`config.mk`:
```
export PLATFORM = sky130hd
export DESIGN_NAME = itb_rem_stage
export DESIGN_NICKNAME = d
export VERILOG_FILES = /design/src/itb_pkg.sv /design/src/itb_rem_stage.sv
export SDC_FILE = /design/constraint.sdc
export NUM_CORES = 1
export LEC_CHECK = 0
export ABC_CLOCK_PERIOD_IN_PS = 1100
export BUFFER_PORTS_ARGS = -buffer_cell sky130_fd_sc_hd__buf_2
export CAP_MARGIN = 20
export CORE_AREA = 2 2 354 356
export CTS_BUF_LIST = sky130_fd_sc_hd__clkbuf_4
export CTS_CLUSTER_DIAMETER = 200
export DETAILED_ROUTE_END_ITERATION = 7
export DIE_AREA = 0 0 356 358
export PLACE_DENSITY_LB_ADDON = 0.2
export SYNTH_ARGS = -nofsm -noshare
export SYNTH_HDL_FRONTEND = slang
export SYNTH_SLANG_ARGS = --single-unit
```
`constraint.sdc`:
```
create_clock -name clk -period 1.1 [get_ports clk]
set_clock_uncertainty 0.05 [all_clocks]
set_input_delay 0.055 -clock clk [delete_from_list [all_inputs] [get_ports clk]]
set_output_delay 0.055 -clock clk [all_outputs]
set_load 0.01 [all_outputs]
```
`src/itb_pkg.sv`:
```
// ----------------------------------------------------------------------------
// itb_pkg
// Shared constants and helpers for the integer time bucket pipeline.
// ----------------------------------------------------------------------------
package itb_pkg;

    localparam int DATA_WIDTH = 64;

    // result status codes
    localparam logic [1:0] ERR_OK     = 2'd0;
    localparam logic [1:0] ERR_PERIOD = 2'd1;
    localparam logic [1:0] ERR_RANGE  = 2'd2;

    // width mode codes; anything else selects 64 bits
    localparam logic [1:0] MODE_16 = 2'd0;
    localparam logic [1:0] MODE_32 = 2'd1;
    localparam logic [1:0] MODE_64 = 2'd2;

    // register indexes
    localparam logic [1:0] REG_PERIOD = 2'd0;
    localparam logic [1:0] REG_OFFSET = 2'd1;
    localparam logic [1:0] REG_MODE   = 2'd2;

    // left/arith-right shift that sign-extends from the selected width
    function automatic int ext_shift(logic [1:0] mode, int dw);
        int w;
        begin
            case (mode)
                MODE_16: w = 16;
                MODE_32: w = 32;
                default: w = 64;
            endcase
            if (w > dw)
            begin
                w = dw;
            end
            return dw - w;
        end
    endfunction

endpackage

```
`src/itb_rem_stage.sv`:
```
// ----------------------------------------------------------------------------
// itb_rem_stage
// One bit of two restoring remainder units (timestamp and offset magnitudes).
// ----------------------------------------------------------------------------
module itb_rem_stage #(
    parameter int W = itb_pkg::DATA_WIDTH
) (
    input  logic                clk,
    input  logic                rst_n,
    input  logic                adv,
    input  logic                v_in,
    input  logic signed [W-1:0] t_in,
    input  logic signed [W-1:0] off_in,
    input  logic [W-1:0]        p_in,
    input  logic                inv_in,
    input  logic [W-1:0]        at_in,
    input  logic [W-1:0]        ao_in,
    input  logic [W-1:0]        rt_in,
    input  logic [W-1:0]        ro_in,
    output logic                v_reg,
    output logic signed [W-1:0] t_reg,
    output logic signed [W-1:0] off_reg,
    output logic [W-1:0]        p_reg,
    output logic                inv_reg,
    output logic [W-1:0]        at_reg,
    output logic [W-1:0]        ao_reg,
    output logic [W-1:0]        rt_reg,
    output logic [W-1:0]        ro_reg
);
    logic [W-1:0] rt_sh;
    logic [W-1:0] ro_sh;
    logic [W-1:0] rt_next;
    logic [W-1:0] ro_next;

    // shift in the next dividend bit, subtract the period if it fits
    always_comb
    begin
        rt_sh   = {rt_in[W-2:0], at_in[W-1]};
        ro_sh   = {ro_in[W-2:0], ao_in[W-1]};
        rt_next = (rt_sh >= p_in) ? rt_sh - p_in : rt_sh;
        ro_next = (ro_sh >= p_in) ? ro_sh - p_in : ro_sh;
    end

    always_ff @(posedge clk or negedge rst_n)
    begin
        if (!rst_n)
        begin
            v_reg <= 1'b0;
        end
        else if (adv)
        begin
            v_reg <= v_in;
        end
    end

    always_ff @(posedge clk)
    begin
        if (adv)
        begin
            t_reg   <= t_in;
            off_reg <= off_in;
            p_reg   <= p_in;
            inv_reg <= inv_in;
            at_reg  <= {at_in[W-2:0], 1'b0};
            ao_reg  <= {ao_in[W-2:0], 1'b0};
            rt_reg  <= rt_next;
            ro_reg  <= ro_next;
        end
    end

endmodule

```
After elaboration in Yosys (flattened, before gate mapping):

Index checks and enable logic that the tools add are counted.
W data, S select, Z words.

* register bits: 448
* output and inout port bits: 450
* word-level logic and storage cells: 15

* $add $sub $neg: 2
* $lt $le $gt $ge: 2
* muxes and demuxes: 2

Operator list (number)
* $ge A64 B64 Y1: 2
* $mux W64: 2
* $sub A64 B64 Y64: 2

Longest topological paths before layout:

* depth in word-level cells: 2
* mapped depth: 16
* mapped depth without buffers: 13

Least setup slack after synthesis:

No wires, ideal clock.

* path type: input port to flip-flop
* from: in at_in[63]
* to: reg rt_reg[36], data pin
* data arrival time: 2.549 ns
* slack: -1.760 ns
* stages on the path: 14
* path buffers: 2
* path through: inv_1 -> ha_1 -> fa_1 -> nand2b_1 -> a21oi_1 -> o211ai_2 -> a211oi_2 -> o21ai_2 -> a21oi_2 -> o221a_1 -> or2_1 -> buf_6 -> buf_6 -> mux2_4

* longest elaborated chain between the ends: 2

RTL lines
* start, declared: line itb_rem_stage.sv:16 `input logic [W-1:0] at_in,`
* $sub A64 B64 Y64 or $ge A64 B64 Y1 (tied branches): line itb_rem_stage.sv:40 `rt_next = (rt_sh >= p_in) ? rt_sh - p_in : rt_sh;`
* $mux W64 *: line itb_rem_stage.sv:40
* net rt_next[36]: line itb_rem_stage.sv:32 `logic [W-1:0] rt_next;`
* end signal, assigned: line itb_rem_stage.sv:66 `rt_reg <= rt_next;`
* end, declared: line itb_rem_stage.sv:27 `output logic [W-1:0] rt_reg,`

Mark *: on every way through the listed nets, which the timed path passes. The rest lies on a longest branch.
A chain may end at the register's enable or synchronous reset.

Worst setup path in the final report:

* from: in rt_in[57]
* to: reg rt_reg[57], data pin

* longest elaborated chain between the ends: 2

RTL lines
* start, declared: line itb_rem_stage.sv:18 `input logic [W-1:0] rt_in,`
* $ge A64 B64 Y1: line itb_rem_stage.sv:40
* $mux W64: line itb_rem_stage.sv:40
* net rt_next[57]: line itb_rem_stage.sv:32

The timed path passes the listed nets, and every way through them passes these cells.

==> summary.md <==
| Metric | Value |
|---|---|
| Die X | `between 300 and 400 um` |
| Antenna violations before repair | `31` |
| Dpl hpwl | `approximately 94 mm` |
| Clk buf depth | `3` |
| Nets | `just under 5000` |
| Clock root cell | `clkbuf_4` |
| Vias post-DR | `approximately 25000` |
| Port Buf Inserts | `between 800 and 900` |
| Residual DRC count | `0` |
| Synthesis Warnings | `0` |
| First-pass GRT wire length | `about 170 mm` |
| RSZ-0062 raised after global routing | `yes` |
| R2R depth | `1` |
| Power Dens Cells | `about 1200 nW/um2` |
| Num CTS Buffers | `140` |
| Hold Crit Class | `input pin to flop` |
| Netlist Area Pre-Place | `around 23000 um2` |
| Final hold viol count | `approximately 150` |
| GRT Total Usage | `between 10% and 20%` |
| Fin Setup TNS | `-622410 ps` |
| Main synth FF type | `edfxtp_1` |
| Slew Limit Headroom | `approximately two fifths` |
| Data arrival, critical path | `about 2900 ps` |
| Total gr overflow | `0` |
| Setup violators final | `roughly 1000` |
| Clock latency at the later pin of the worst-skew pair | `~1100 ps` |
| Post-synth cell types | `76` |
| Most used cell, CP | `buf_12` |
| Most frequent cells in the layout | `855 x buf_2, 696 x dlygate4sd3_1, 629 x buf_4` |
| Critical Path Start Type | `input pin` |
| Max Freq | `464 MHz` |
| CTS tree | `done` |
| Core area | `between 100000 and 150000 um2` |
| Sequential power share | `36.9%` |
| Commonest non-fill, non-tap cell in the layout | `buf_2` |
| Starting DRT DRC Count | `1283` |
| Int Pwr | `roughly 40 mW` |
| Lkg Pwr | `slightly above 20 nW` |
| Placed Area | `34600 um2` |
| Sequential fraction of the synthesis area | `between 50 and 60%` |
| Hold depth | `1` |
| Largest net degree at the start of global routing | `50` |
| Fin crit share | `196%` |
| Max Cap Viol | `0` |
| Outcome | `finished, violations left` |
| DRT antenna net count | `0` |
| DIE HEIGHT | `approximately 360 um` |
| Per-cell routed wire length | `~20 um` |
| Die Area | `approximately 130000 um2` |
| Worst-Margin Slew | `893 ps` |
| Starting Density | `about 19%` |
| Worst Path Required | `between 1500 and 2000 ps` |
| EDFF count, synth | `about 450` |
| Fin cells | `about 6000` |
| Net Sw Power | `about 19 mW` |
| # rows | `around 130` |
| Failing checks | `negative hold slack, negative setup slack` |
| Drt pass-1 iters | `5` |
| Clock power share | `between 20 and 30%` |
| Share of layout cells above drive strength 1 | `51.4%` |
| Util after Layout | `38.1%` |
| Final wirelength | `123 mm` |
| Fin crit period | `approximately 2200 ps` |
| Syn avg cell area | `roughly 12 um2` |
| Area Overhead vs Synth | `105%` |
| Clock transition at path regs | `roughly 70 ps` |
| Vias in the first global route | `approximately 26000` |
| Setup slack after placement | `-2630 ps` |
| Placed Cells incl. Taps | `5067` |
| Hold Slack | `-884 ps` |
| Type of the worst setup path | `input pin to flop` |
| Crit path cell chain | `buf_2 -> dlygate4sd3_1 -> ha_4 -> nand4_1 -> or3_4 -> buf_4 -> nor2b_1 -> o221a_1 -> or2_4 -> buf_12 -> buf_12 -> mux2_4` |
| Finished Cell Area | `around 47000 um2` |
| Final slew viol count | `0` |
| Sw frac | `between 30% and 40%` |
| Worst-case vdd ir drop | `958 uV` |
| Slowest-stage cell, CP | `dlygate4sd3_1` |
| Worst path max stage delay | `around 600 ps` |
| Gate power share | `between 30% and 40%` |
| Clock sink count | `~450` |
| Top Ports | `903` |
| Worst setup margin | `-1060 ps` |
| H-tree levels | `4` |
| Vias/cell | `just over 4` |
| Critical Path End Type | `flop` |
| #FFs+latches synth | `448` |
| Critical Path Fanout Max | `7` |
| Placer Congestion | `0.850` |
| Post-synth ARST share | `0.223%` |
| Mapped Cells | `between 1500 and 2000` |
==> power groups by stage <==
stage	clock network [mW]	registers, mW	logic, mW
after global placement	0	21.8	14.5
after detailed placement	0	21.8	14.4
final	17.1	21.5	19.6
after CTS	17.8	21.4	18.3
after floorplan	0	22.5	5.21
after global routing	18.8	21.6	21.0
==> through the flow <==
step	hold slack, ps	total power [mW]
global placement	-199	36.2
detailed placement	-199	36.2
floorplan	-291	27.7
CTS	-1050	57.6
global route	-1040	61.3
finish	-884	58.2
==> critical path, delay by kind of cell <==
kind,cells,cell delay (ps)
buf+inv,5,1110
simple gates,4,920
fa+ha+maj,1,290
mux,1,290
compound gates,1,210
==> area by class of cell <==
class	count	area, um2
Inverter	102	418
Antenna cell	15	37.5
Clock buffer	198	1490
Clock inverter	41	269
Fill cell	12300	76300
Tap cell	1637	2050
Timing Repair Buffer	2315	18100
Multi-Input combinational cell	1335	11100
Sequential cell	448	13400
==> what timing repair did <==
action,CTS,global route
pin swaps,78,110
hold endpoints to repair,896,163
hold buffers,669,31
resized for setup,336,418
setup endpoints to repair,576,1024
buffers inserted,39,34
gates cloned,15,3
==> path summary, 6_finish.rpt <==
kind,startpoint,to,slack [ps]
worst max-delay path,rt_in[57],rt_reg[57],-1060
worst min-delay path,p_in[11],p_reg[11],-880
worst max register to register,v_reg,v_reg,310
worst min register to register,v_reg,v_reg,460
max in group asynchronous,rst_n,v_reg,110
min in group asynchronous,rst_n,v_reg,790
==> kinds of logic after synthesis <==
group                      Yosys count  share of synthesized area (%)
AOI/OAI and AO/OA                  567                           15.1
and+or+nand+nor                    507                           10.3
DFF                                448                           58.8
buffers and inverters              182                           3.48
adders and majority gates          130                           7.18
xor gates and xnor gates           114                           4.36
muxes                               15                          0.799
other                                1                         0.0164
==> layer usage <==
| metal | vias up | wire, um | GRT usage (%) |
|---|---|---|---|
| met5 | - | 127 | 0 |
| met4 | 18 | 4620 | 7.67 |
| met3 | 214 | 6930 | 4.52 |
| met2 | 796 | 64300 | 33.8 |
| met1 | 12100 | 46800 | 20.0 |
| li1 | 12200 | - | - |
==> synthesized netlist by cell type (all sizes together) (28+ instances only) <==
master / number / share of area [%]
inv: 102 / 1.7
a21oi: 218 / 4.8
nand3: 28 / 0.61
nor2: 146 / 2.4
xor2: 52 / 2.0
buf: 32 / 1.0
nand4: 49 / 1.3
ha: 128 / 7.0
xnor2: 62 / 2.4
a21o: 57 / 1.9
edfxtp: 447 / 59
nand2: 174 / 2.9
o21ai: 144 / 3.2
clkbuf: 48 / 0.79
o21bai: 38 / 1.2
No activity file was read; power rests on OpenSTA's default activity.
