===== src/itb_pkg.sv =====
// ----------------------------------------------------------------------------
// itb_pkg
// Shared constants and helpers for the integer time bucket pipeline.
// ----------------------------------------------------------------------------
package itb_pkg;

    localparam int DATA_WIDTH = 64;

    // result status codes
    localparam logic [1:0] ERR_OK     = 2'd0;
    localparam logic [1:0] ERR_PERIOD = 2'd1;
    localparam logic [1:0] ERR_RANGE  = 2'd2;

    // width mode codes; anything else selects 64 bits
    localparam logic [1:0] MODE_16 = 2'd0;
    localparam logic [1:0] MODE_32 = 2'd1;
    localparam logic [1:0] MODE_64 = 2'd2;

    // register indexes
    localparam logic [1:0] REG_PERIOD = 2'd0;
    localparam logic [1:0] REG_OFFSET = 2'd1;
    localparam logic [1:0] REG_MODE   = 2'd2;

    // left/arith-right shift that sign-extends from the selected width
    function automatic int ext_shift(logic [1:0] mode, int dw);
        int w;
        begin
            case (mode)
                MODE_16: w = 16;
                MODE_32: w = 32;
                default: w = 64;
            endcase
            if (w > dw)
            begin
                w = dw;
            end
            return dw - w;
        end
    endfunction

endpackage


===== src/itb_front.sv =====
// ----------------------------------------------------------------------------
// itb_front
// Input stage: width selection, sign extension, magnitudes for the dividers.
// ----------------------------------------------------------------------------
module itb_front #(
    parameter int W = itb_pkg::DATA_WIDTH
) (
    input  logic                clk,
    input  logic                rst_n,
    input  logic                adv,
    input  logic                in_v,
    input  logic [63:0]         time_value,
    input  logic [63:0]         period_cfg,
    input  logic [63:0]         offset_cfg,
    input  logic [1:0]          mode_cfg,
    output logic                v_reg,
    output logic signed [W-1:0] t_reg,
    output logic signed [W-1:0] off_reg,
    output logic [W-1:0]        p_reg,
    output logic [W-1:0]        at_reg,
    output logic [W-1:0]        ao_reg,
    output logic                inv_reg
);
    localparam int SW = $clog2(W + 1);

    logic [SW-1:0]        sh;
    logic signed [W-1:0]  t_next;
    logic signed [W-1:0]  off_next;
    logic signed [W-1:0]  p_s;

    // sign-extend from the selected width
    always_comb
    begin
        sh       = SW'(itb_pkg::ext_shift(mode_cfg, W));
        t_next   = $signed(time_value[W-1:0] << sh) >>> sh;
        off_next = $signed(offset_cfg[W-1:0] << sh) >>> sh;
        p_s      = $signed(period_cfg[W-1:0] << sh) >>> sh;
    end

    always_ff @(posedge clk or negedge rst_n)
    begin
        if (!rst_n)
        begin
            v_reg <= 1'b0;
        end
        else if (adv)
        begin
            v_reg <= in_v;
        end
    end

    always_ff @(posedge clk)
    begin
        if (adv)
        begin
            t_reg   <= t_next;
            off_reg <= off_next;
            p_reg   <= p_s;
            inv_reg <= (p_s <= 0);
            at_reg  <= t_next[W-1] ? W'(-t_next) : t_next;
            ao_reg  <= off_next[W-1] ? W'(-off_next) : off_next;
        end
    end

endmodule


===== config.mk =====
export PLATFORM = sky130hd
export DESIGN_NAME = itb_front
export DESIGN_NICKNAME = d
export VERILOG_FILES = /design/src/itb_pkg.sv /design/src/itb_front.sv
export SDC_FILE = /design/constraint.sdc
export NUM_CORES = 1
export LEC_CHECK = 0
export ABC_CLOCK_PERIOD_IN_PS = 800
export BUFFER_PORTS_ARGS = -buffer_cell sky130_fd_sc_hd__buf_2
export CAP_MARGIN = 10
export CORE_MARGIN = 2
export CORE_UTILIZATION = 35
export DETAILED_ROUTE_END_ITERATION = 7
export GPL_TIMING_DRIVEN = 0
export PLACE_DENSITY_LB_ADDON = 0.25
export REMOVE_ABC_BUFFERS = 1
export SLEW_MARGIN = 20
export SYNTH_ARGS = -nofsm -noshare
export SYNTH_HDL_FRONTEND = slang
export SYNTH_SLANG_ARGS = --single-unit

===== constraint.sdc =====
create_clock -name clk -period 0.8 [get_ports clk]
set_input_delay 0.2 -clock clk [delete_from_list [all_inputs] [get_ports clk]]
set_output_delay 0.2 -clock clk [all_outputs]
set_load 0.01 [all_outputs]

# [Word level (Yosys, flattened, before mapping)]
# Index checks and enable logic that the tools add are counted.
[word_totals] regBits=322 out_inout_bits=322 wordCells=26
[classes] order_cmp=2 eq_ne=1 mux=4 reduce_logical=1 addsub=3 n_shift=6
[ops] operator="$shl A64 B7 Y64" count=3
[ops] operator="$sshr A64 B7 Y64" count=3
[ops] operator="$neg A64 Y64" count=2
[ops] operator="$mux W63" count=2
[ops] operator="$le A64 B1 Y1 const B" count=1
[ops] operator="$gt A32 B8 Y1 const B" count=1
[ops] operator="$pmux W7 S2" count=1
[ops] operator="$mux W7" count=1
[ops] operator="$sub A7 B7 Y7 const A" count=1
[ops] operator="$eq A2 B1 Y1 const B" count=1
[ops] operator="$logic_not A2 Y1" count=1

# [Depth between registers and ports, before layout]
# Gate-level depths: netlist of run 1.
[depth] depth_word=9 ltp_mapped=21

# [Worst setup path after synthesis of run 1]
# Ideal clock, no wire load.
[synth_path] path_type="input to register" from="input mode_cfg[0]" to="register ao_reg[56] (data pin)" setup_ps=266 path_buffers=8 setup_slack_ps=-3872 path_stages=21 t_arrival_ps=4406 path_cell_list="nor2_1 > buf_2 > buf_2 > buf_2 > clkbuf_1 > clkbuf_1 > inv_1 > ha_1 > o21ba_2 > buf_2 > o21ai_1 > clkbuf_1 > clkbuf_1 > nand2_1 > ha_1 > o21ai_0 > nor4_2 > nand3_1 > nor4_1 > a21oi_1 > xnor2_1"
[synth_via] elab_chain_cells=9 word_cells_on_any_way=10
[synth_rtl] element="start, declared" line="itb_front.sv:15" text="input logic [1:0] mode_cfg,"
[synth_rtl] element="$eq A2 B1 Y1 or $logic_not A2 Y1 (tied branches)" line="itb_pkg.sv:28" text="case (mode)"
[synth_rtl] element="$pmux W7 S2 (*)" line="itb_pkg.sv:28"
[synth_rtl] element="$gt A32 B8 Y1" line="itb_pkg.sv:33" text="if (w > dw)"
[synth_rtl] element="$mux W7 (*)" line="itb_pkg.sv:33"
[synth_rtl] element="$sub A7 B7 Y7 (*)" line="itb_pkg.sv:37" text="return dw - w;"
[synth_rtl] element="$shl A64 B7 Y64" line="itb_front.sv:36" text="off_next = $signed(offset_cfg[W-1:0] << sh) >>> sh;"
[synth_rtl] element="$sshr A64 B7 Y64 (*)" line="itb_front.sv:36"
[synth_rtl] element="$neg A64 Y64" line="itb_front.sv:61" text="ao_reg <= off_next[W-1] ? W'(-off_next) : off_next;"
[synth_rtl] element="$mux W63 (*)" line="itb_front.sv:61"
[synth_rtl] element="end signal, assigned" line="itb_front.sv:61"
[synth_rtl] element="end, declared" line="itb_front.sv:21" text="output logic [W-1:0] ao_reg,"
# Mark *: on every way between the ends. The rest lies on a longest branch, timed or not.
# A chain may end at the register's enable or synchronous reset.

# [Worst setup path after layout of run 1]
[layout_path] from="input mode_cfg[1]" to="register ao_reg[43] (data pin)"
# The elaborated chain is that of the path after synthesis.

==> metrics.yaml, run 1 <==
status: "finished with violations"
violations: "negative hold slack, negative setup slack"
synthArstFlopShare: 0.00313
hold_path_class: "in -> reg"
antenna_found_initial: 8
routed_wl_microns: 81400
grt_pass1_wl_microns: 113000
row_count: 81
fin_hold_ws_ns: -0.00158
ant_nets: 0
tightest_slew_ns: 0.852
crit_required_ns: 1.11
maxCapViolCount: 0
rsz0062_at_grt: "yes"
io_buffers: 519
period_share: 3.88
cts_root_buffer: "clkbuf_16"
syn_avg_cell_area_sq_um: 11.1
fin_nets: 2573
p_leak_nw: 11.3
power_density_nw_per_um2: 2300
worstPathArrival_ns: 3.41
die-area_sq_um: 50800
pin_count: 520
syn_area_sq_um: 17100
wl_met2_microns: 37900
critPathCaptureType: "register"
drive_gt1_frac: 0.533
synth-seq-cells: 320
gp_congestion: 0.951
max_stage_delay_ns: 0.40
synth_top_area_frac: 0.559
ys.warnings.count: 0
slew_headroom: 0.425
maxClockFrequency_ghz: 0.323
crit_fanout: 5
setup_ws_ns: -2.30
core-area_sq_um: 48600
crit_buf_inv: 8
cts_buffers: 38
die_height_microns: 225
ys_dominant_reg_cell: "edfxtp_1"
period_minus_slack_ns: 3.10
cpMostUsedCell: "buf_16"
dr.pass1.iters: 6
critical-path-top-delay-family: "simple AND/OR/NAND/NOR gates"
routed_via_density: 5.83
wl_per_cell_microns: 26.9
path_cells: "buf_16, nor2_4, buf_12, inv_16, ha_4, buf_16, buf_16, or3b_4, buf_12, a211oi_4, nor2_2, nor4_4, nand4_1, nor3_4, buf_6, buf_4, nor2_4, xor2_1"
cts_tree: "built"
grtUsageTotal: 0.303
drcViolationCount: 0
netlist-cell-type-count: 86
irDropWorstVdd_v: 0.00146
grt_pass1_vias: 17200
clock_path_buffers: 3
dpl_cell_area_sq_um: 20600
yosys.cell_count.top_type: "edfxtp_1"
overflow: 0
vias: 17600
start_kind: "input port"
initial_utilization: 0.352
cts.sinks: 320
cp_slowest_cell: "or3b_4"
clk_pin_slew_worst_paths_ns: 0.06
maxUsedRoutingLayer: "met4"
place_hpwl_microns: 50500
clock_latency_ns: 0.54
synth_common_cells: "edfxtp_1, nor2_1, nand2_1, a21oi_1, o21ai_0"
setup_viol: 844
yosysTopAreaCell: "edfxtp_1"
finish.instance_area_sq_um: 27600
drv_slew: 0
skew_ns: 0
grt_max_degree: 108
synth_edf_count: 319
wl_met1_microns: 31300
wl_met3_microns: 8280
first_iter_violations: 1673
crit_type: "in -> reg"
hold_viol: 1
dieWidth_microns: 225
synthTopCellsByArea: "edfxtp_1, xor2_1, nor2_1, a21oi_1, o21ai_0"
htreeDepth: 2
seq_area_frac_synth: 0.560
tns_ns: -673.88
area_growth_pct: 61.3
postSynthCellCount: 1549
## area by class of cell
cell class / instances / area [sq um]
diodes: 8 / 20.0
clock buffers: 50 / 1040
clock inverters: 14 / 170
fillers: 3961 / 21000
inverters: 37 / 181
multi-input cells: 1117 / 9510
flip-flops and latches: 320 / 9600
well taps: 622 / 778
repair buffers: 853 / 6310
repair inverters: 4 / 33.8
## routing by layer
layer,GRT usage,vias up
met5,0,-
met4,0.129,0
met1,0.388,8674
met3,0.0778,244
met2,0.486,1167
li1,-,7550
## timing repair
action                                 4_1_cts  5_1_grt
buffers inserted                           218       70
hold buffers                                22        0
gates resized for setup                    462      176
setup endpoints to repair                  847      847
endpoints found under the hold margin       25        0
cloned                                      24        2
pin swaps                                  142      100
## layout by cell type (no fill, tap or decap), drive strengths merged, types with 6 or more instances in the layout
cell           n
mux2          25
o211ai         7
and3           7
a22o          19
nor3b         12
o31ai         12
clkbuf        52
o21ai        115
nand4         11
buf          828
nand2b         9
dlygate4sd3   22
clkinv         8
nor4          28
a21oi        117
edfxtp       319
nand2        135
or2           13
a32o           6
nor2         168
nor2b          9
o41ai          6
o22ai         11
diode          8
inv           39
xor2          75
a31oi         30
a22oi         18
and2          18
xnor2         43
mux2i         43
nand3         20
a211oi        15
nor3          57
or3            7
o21a           7
## metrics by stage
step	utilization	std cells	power [mW]	setup WS [ns]
after global routing	0.568	3025	65.9	-2.38
after detailed placement	0.424	2624	38.7	-5.79
after floorplan	-	1462	31.3	-7.23
after global placement	0.414	2603	38.3	-13.24
after CTS	0.542	2952	61.7	-2.25
final	0.568	3025	63.7	-2.30
## worst paths after layout
check	startpoint	endpoint	slack, ns	depth (start not counted)
max	mode_cfg[1]	ao_reg[43]$_DFFE_PP_	-2.30	18
min	offset_cfg[1]	off_reg[1]$_DFFE_PP_	-0.002	3
max reg2reg	v_reg$_DFFE_PN0P_	v_reg$_DFFE_PN0P_	0.06	1
min reg2reg	v_reg$_DFFE_PN0P_	v_reg$_DFFE_PN0P_	0.51	1
max in group asynchronous	rst_n	v_reg$_DFFE_PN0P_	0.19	3
min in group asynchronous	rst_n	v_reg$_DFFE_PN0P_	0.50	3
## cells by family (layout without fill, tap and decap cells)
family,Yosys count,in the layout,share of synthesized area
compound gates,412,413,0.154
mux,73,73,0.0488
buf+inv,124,958,0.0310
xor+xnor,117,118,0.0602
flops,320,320,0.560
simple gates,499,509,0.142
other cells,0,8,0
fa+ha+maj,4,4,0.00292
## report_power, final
group / leakage, nW / internal, mW / total [mW] / switching [mW]
logic: 7.65 / 9.79 / 23.5 / 13.8
registers: 3.09 / 21.9 / 22.7 / 0.784
clock network: 0.586 / 10.4 / 17.4 / 7.07
No activity file was read; power rests on OpenSTA's default activity.
==> run 2, diff against run 1 <==
--- a/config.mk
+++ b/config.mk
@@ -8,9 +8,9 @@
 export ABC_CLOCK_PERIOD_IN_PS = 800
 export BUFFER_PORTS_ARGS = -buffer_cell sky130_fd_sc_hd__buf_2
 export CAP_MARGIN = 10
-export CORE_MARGIN = 2
-export CORE_UTILIZATION = 35
+export CORE_AREA = 2 2 200 202
 export DETAILED_ROUTE_END_ITERATION = 7
+export DIE_AREA = 0 0 202 204
 export GPL_TIMING_DRIVEN = 0
 export PLACE_DENSITY_LB_ADDON = 0.25
 export REMOVE_ABC_BUFFERS = 1
==> run 2 against run 1 <==
The run still ends with negative hold slack, negative setup slack left. Non-clock buffer count down 26. Fmax down 1.1%. Cell area is 1.2% lower. Wire length down 4.3%. Clock power is 2% higher. Total power shrank 0.21%. Final cell count decreased by 3.9%. Flip-flop and latch count unchanged. Critical path type unchanged. Critical endpoint is now ao_reg[48]$_DFFE_PP_. Largest cell class unchanged.
==> metrics.yaml, run 2 (synthesis gave the netlist of run 1 again) <==
tns_ns: -653.13  # +20.75 ns
fin_hold_ws_ns: -0.0315  # -0.0299 ns
cts_root_buffer: "clkbuf_16"
grtUsageTotal: 0.346  # +0.0428
seq_area_sq_um: 9600  # unchanged
first_iter_violations: 1753  # +4.8%
drcViolationCount: 0  # unchanged
fin_nets: 2540  # -1.3%
clk_pin_slew_worst_paths_ns: 0.06  # about the same
dieWidth_microns: 202  # -10%
maxCapViolCount: 0  # unchanged
place_hpwl_microns: 48400  # -4.2%
ant_nets: 0  # unchanged
die_height_microns: 204  # -9.5%
violations: "negative hold slack, negative setup slack"
io_buffers: 519  # unchanged
multi_input_area_sq_um: 9410  # -1.0%
grt_max_degree: 106  # -1.9%
crit_required_ns: 1.10  # about the same
initial_utilization: 0.437  # +0.0851
core-area_sq_um: 39200  # -19%
tightest_slew_ns: 0.856  # +0.00355 ns
hold_viol: 19  # +18
cts_tree: "built"
skew_ns: 0  # unchanged
clock_latency_ns: 0.55  # about the same
status: "finished with violations"
die-area_sq_um: 41200  # -19%
final_cell_mix: "buf_2, edfxtp_1, buf_4"
slew_headroom: 0.424  # -0.000962
wl_per_cell_microns: 26.8  # -0.49%
rsz0062_at_grt: "yes"
maxClockFrequency_ghz: 0.319  # -1.1%
antenna_found_initial: 16  # +8
irDropWorstVdd_v: 0.00158  # +8.2%
period_minus_slack_ns: 3.13  # +0.0342 ns
htreeDepth: 2  # unchanged
hold_path_class: "in -> reg"
power_density_nw_per_um2: 2330  # +0.96%
p_leak_nw: 11.2  # -0.98%
finish.instance_area_sq_um: 27300  # -1.2%
routed_wl_microns: 77800  # -4.3%
nFillCells: 2818  # -29%
clock_path_buffers: 3  # unchanged
area_growth_pct: 59.4
dpl_cell_area_sq_um: 20600  # -0.35%
crit_fanout: 6  # +1
dp_cells: 2527  # -3.7%
setup_ws_ns: -2.33  # -0.0342 ns
period_share: 3.92  # +0.0427
crit_type: "in -> reg"
start_kind: "input port"
fin_util: 0.697  # +0.129
layout_commonest_cell: "buf_2"
dr.pass1.iters: 5  # -1
gp_congestion: 0.929  # -2.3%
cts_buffers: 36  # -5.3%
setup_viol: 737  # -13%
drive_gt1_frac: 0.522  # -0.0106
critPathCaptureType: "register"
worstPathArrival_ns: 3.44  # +0.03 ns
fin_cells: 2908  # -3.9%
cts.sinks: 320  # unchanged
grt_pass1_wl_microns: 105000  # -6.4%
hold_buffers: 23  # +4.5%
pin_count: 520  # unchanged
drv_slew: 0  # unchanged
routed_via_density: 6.03  # +3.4%
grt_pass1_vias: 16400  # -4.7%
row_count: 73  # -9.9%
overflow: 0  # unchanged
vias: 17500  # -0.64%
-- run 2: cell types whose count changed in the layout (fill, tap and decap cells not counted), moves of 5 or more --
| cell | previous run | this run |
|---|---|---|
| a21oi_2 | 28 | 34 |
| buf_12 | 24 | 30 |
| buf_16 | 21 | 16 |
| buf_4 | 183 | 152 |
| diode_2 | 8 | 18 |
| nand2_2 | 16 | 9 |
| nand2_4 | 7 | 16 |
| o21ai_0 | 56 | 75 |
| o21ai_1 | 17 | 7 |
| o21ai_2 | 32 | 21 |
-- run 2: worst max-delay path, cell delays in order --
cell,delay (ns)
buf_12,0.11
nor2_4,0.12
buf_12,0.15
inv_16,0.03
ha_4,0.35
buf_16,0.15
buf_12,0.12
mux2i_4,0.27
buf_4,0.15
buf_4,0.14
mux2i_1,0.10
a22oi_2,0.29
inv_2,0.12
nor3_4,0.25
nand3_4,0.18
buf_6,0.19
nor4_4,0.25
nor2_1,0.11
xor2_1,0.16
-- run 2: area by class of cell --
type,instances,area share
clock buffer,47,0.0364
inverter,37,0.00701
timing repair inverter,4,0.00133
tap,525,0.0240
antenna,18,0.00165
multi-input combinational,1112,0.344
sequential,320,0.351
clock inverter,18,0.00920
timing repair buffer,827,0.224
-- run 2: timing repair --
action	4_1_cts	5_1_grt
gates resized for setup	357	244
cloned	16	5
setup endpoints to repair	737	737
setup buffers	159	110
pin swaps	101	108
hold endpoints to repair	47	22
-- run 2: routing by layer --
metal	GRT usage	vias up	wire, microns
li1	-	7480	-
met1	0.440	8497	28700
met2	0.565	1286	37000
met3	0.0772	258	8230
met4	0.160	2	3830
met5	0	-	13
-- run 2: metrics by stage --
step                total power, mW  hold WS [ns]  setup WS, ns
floorplan                      31.3       -0.0956         -7.23
finish                         63.5       -0.0315         -2.33
global placement               38.2       -0.0237        -12.73
CTS                            60.4       -0.0567         -2.19
detailed placement             38.6       -0.0212         -5.42
global route                   65.5       -0.0359         -2.37
-- run 2: worst paths after layout --
| check | startpoint | endpoint | slack, ns | cells past startpoint |
|---|---|---|---|---|
| worst max-delay path | mode_cfg[1] | ao_reg[48]$_DFFE_PP_ | -2.33 | 19 |
| worst min-delay path | offset_cfg[0] | off_reg[0]$_DFFE_PP_ | -0.03 | 3 |
| worst max register to register | v_reg$_DFFE_PN0P_ | v_reg$_DFFE_PN0P_ | 0.02 | 1 |
| worst min register to register | v_reg$_DFFE_PN0P_ | v_reg$_DFFE_PN0P_ | 0.56 | 1 |
| max in group asynchronous | rst_n | v_reg$_DFFE_PN0P_ | 0.20 | 3 |
| min in group asynchronous | rst_n | v_reg$_DFFE_PN0P_ | 0.49 | 3 |
-- run 2: where the power goes --
group          switching, mW  leakage, nW  total, mW  internal (mW)
Clock                   7.09        0.611       17.8           10.7
Sequential             0.855         3.09       22.8           21.9
Combinational           13.4         7.52       22.9           9.51
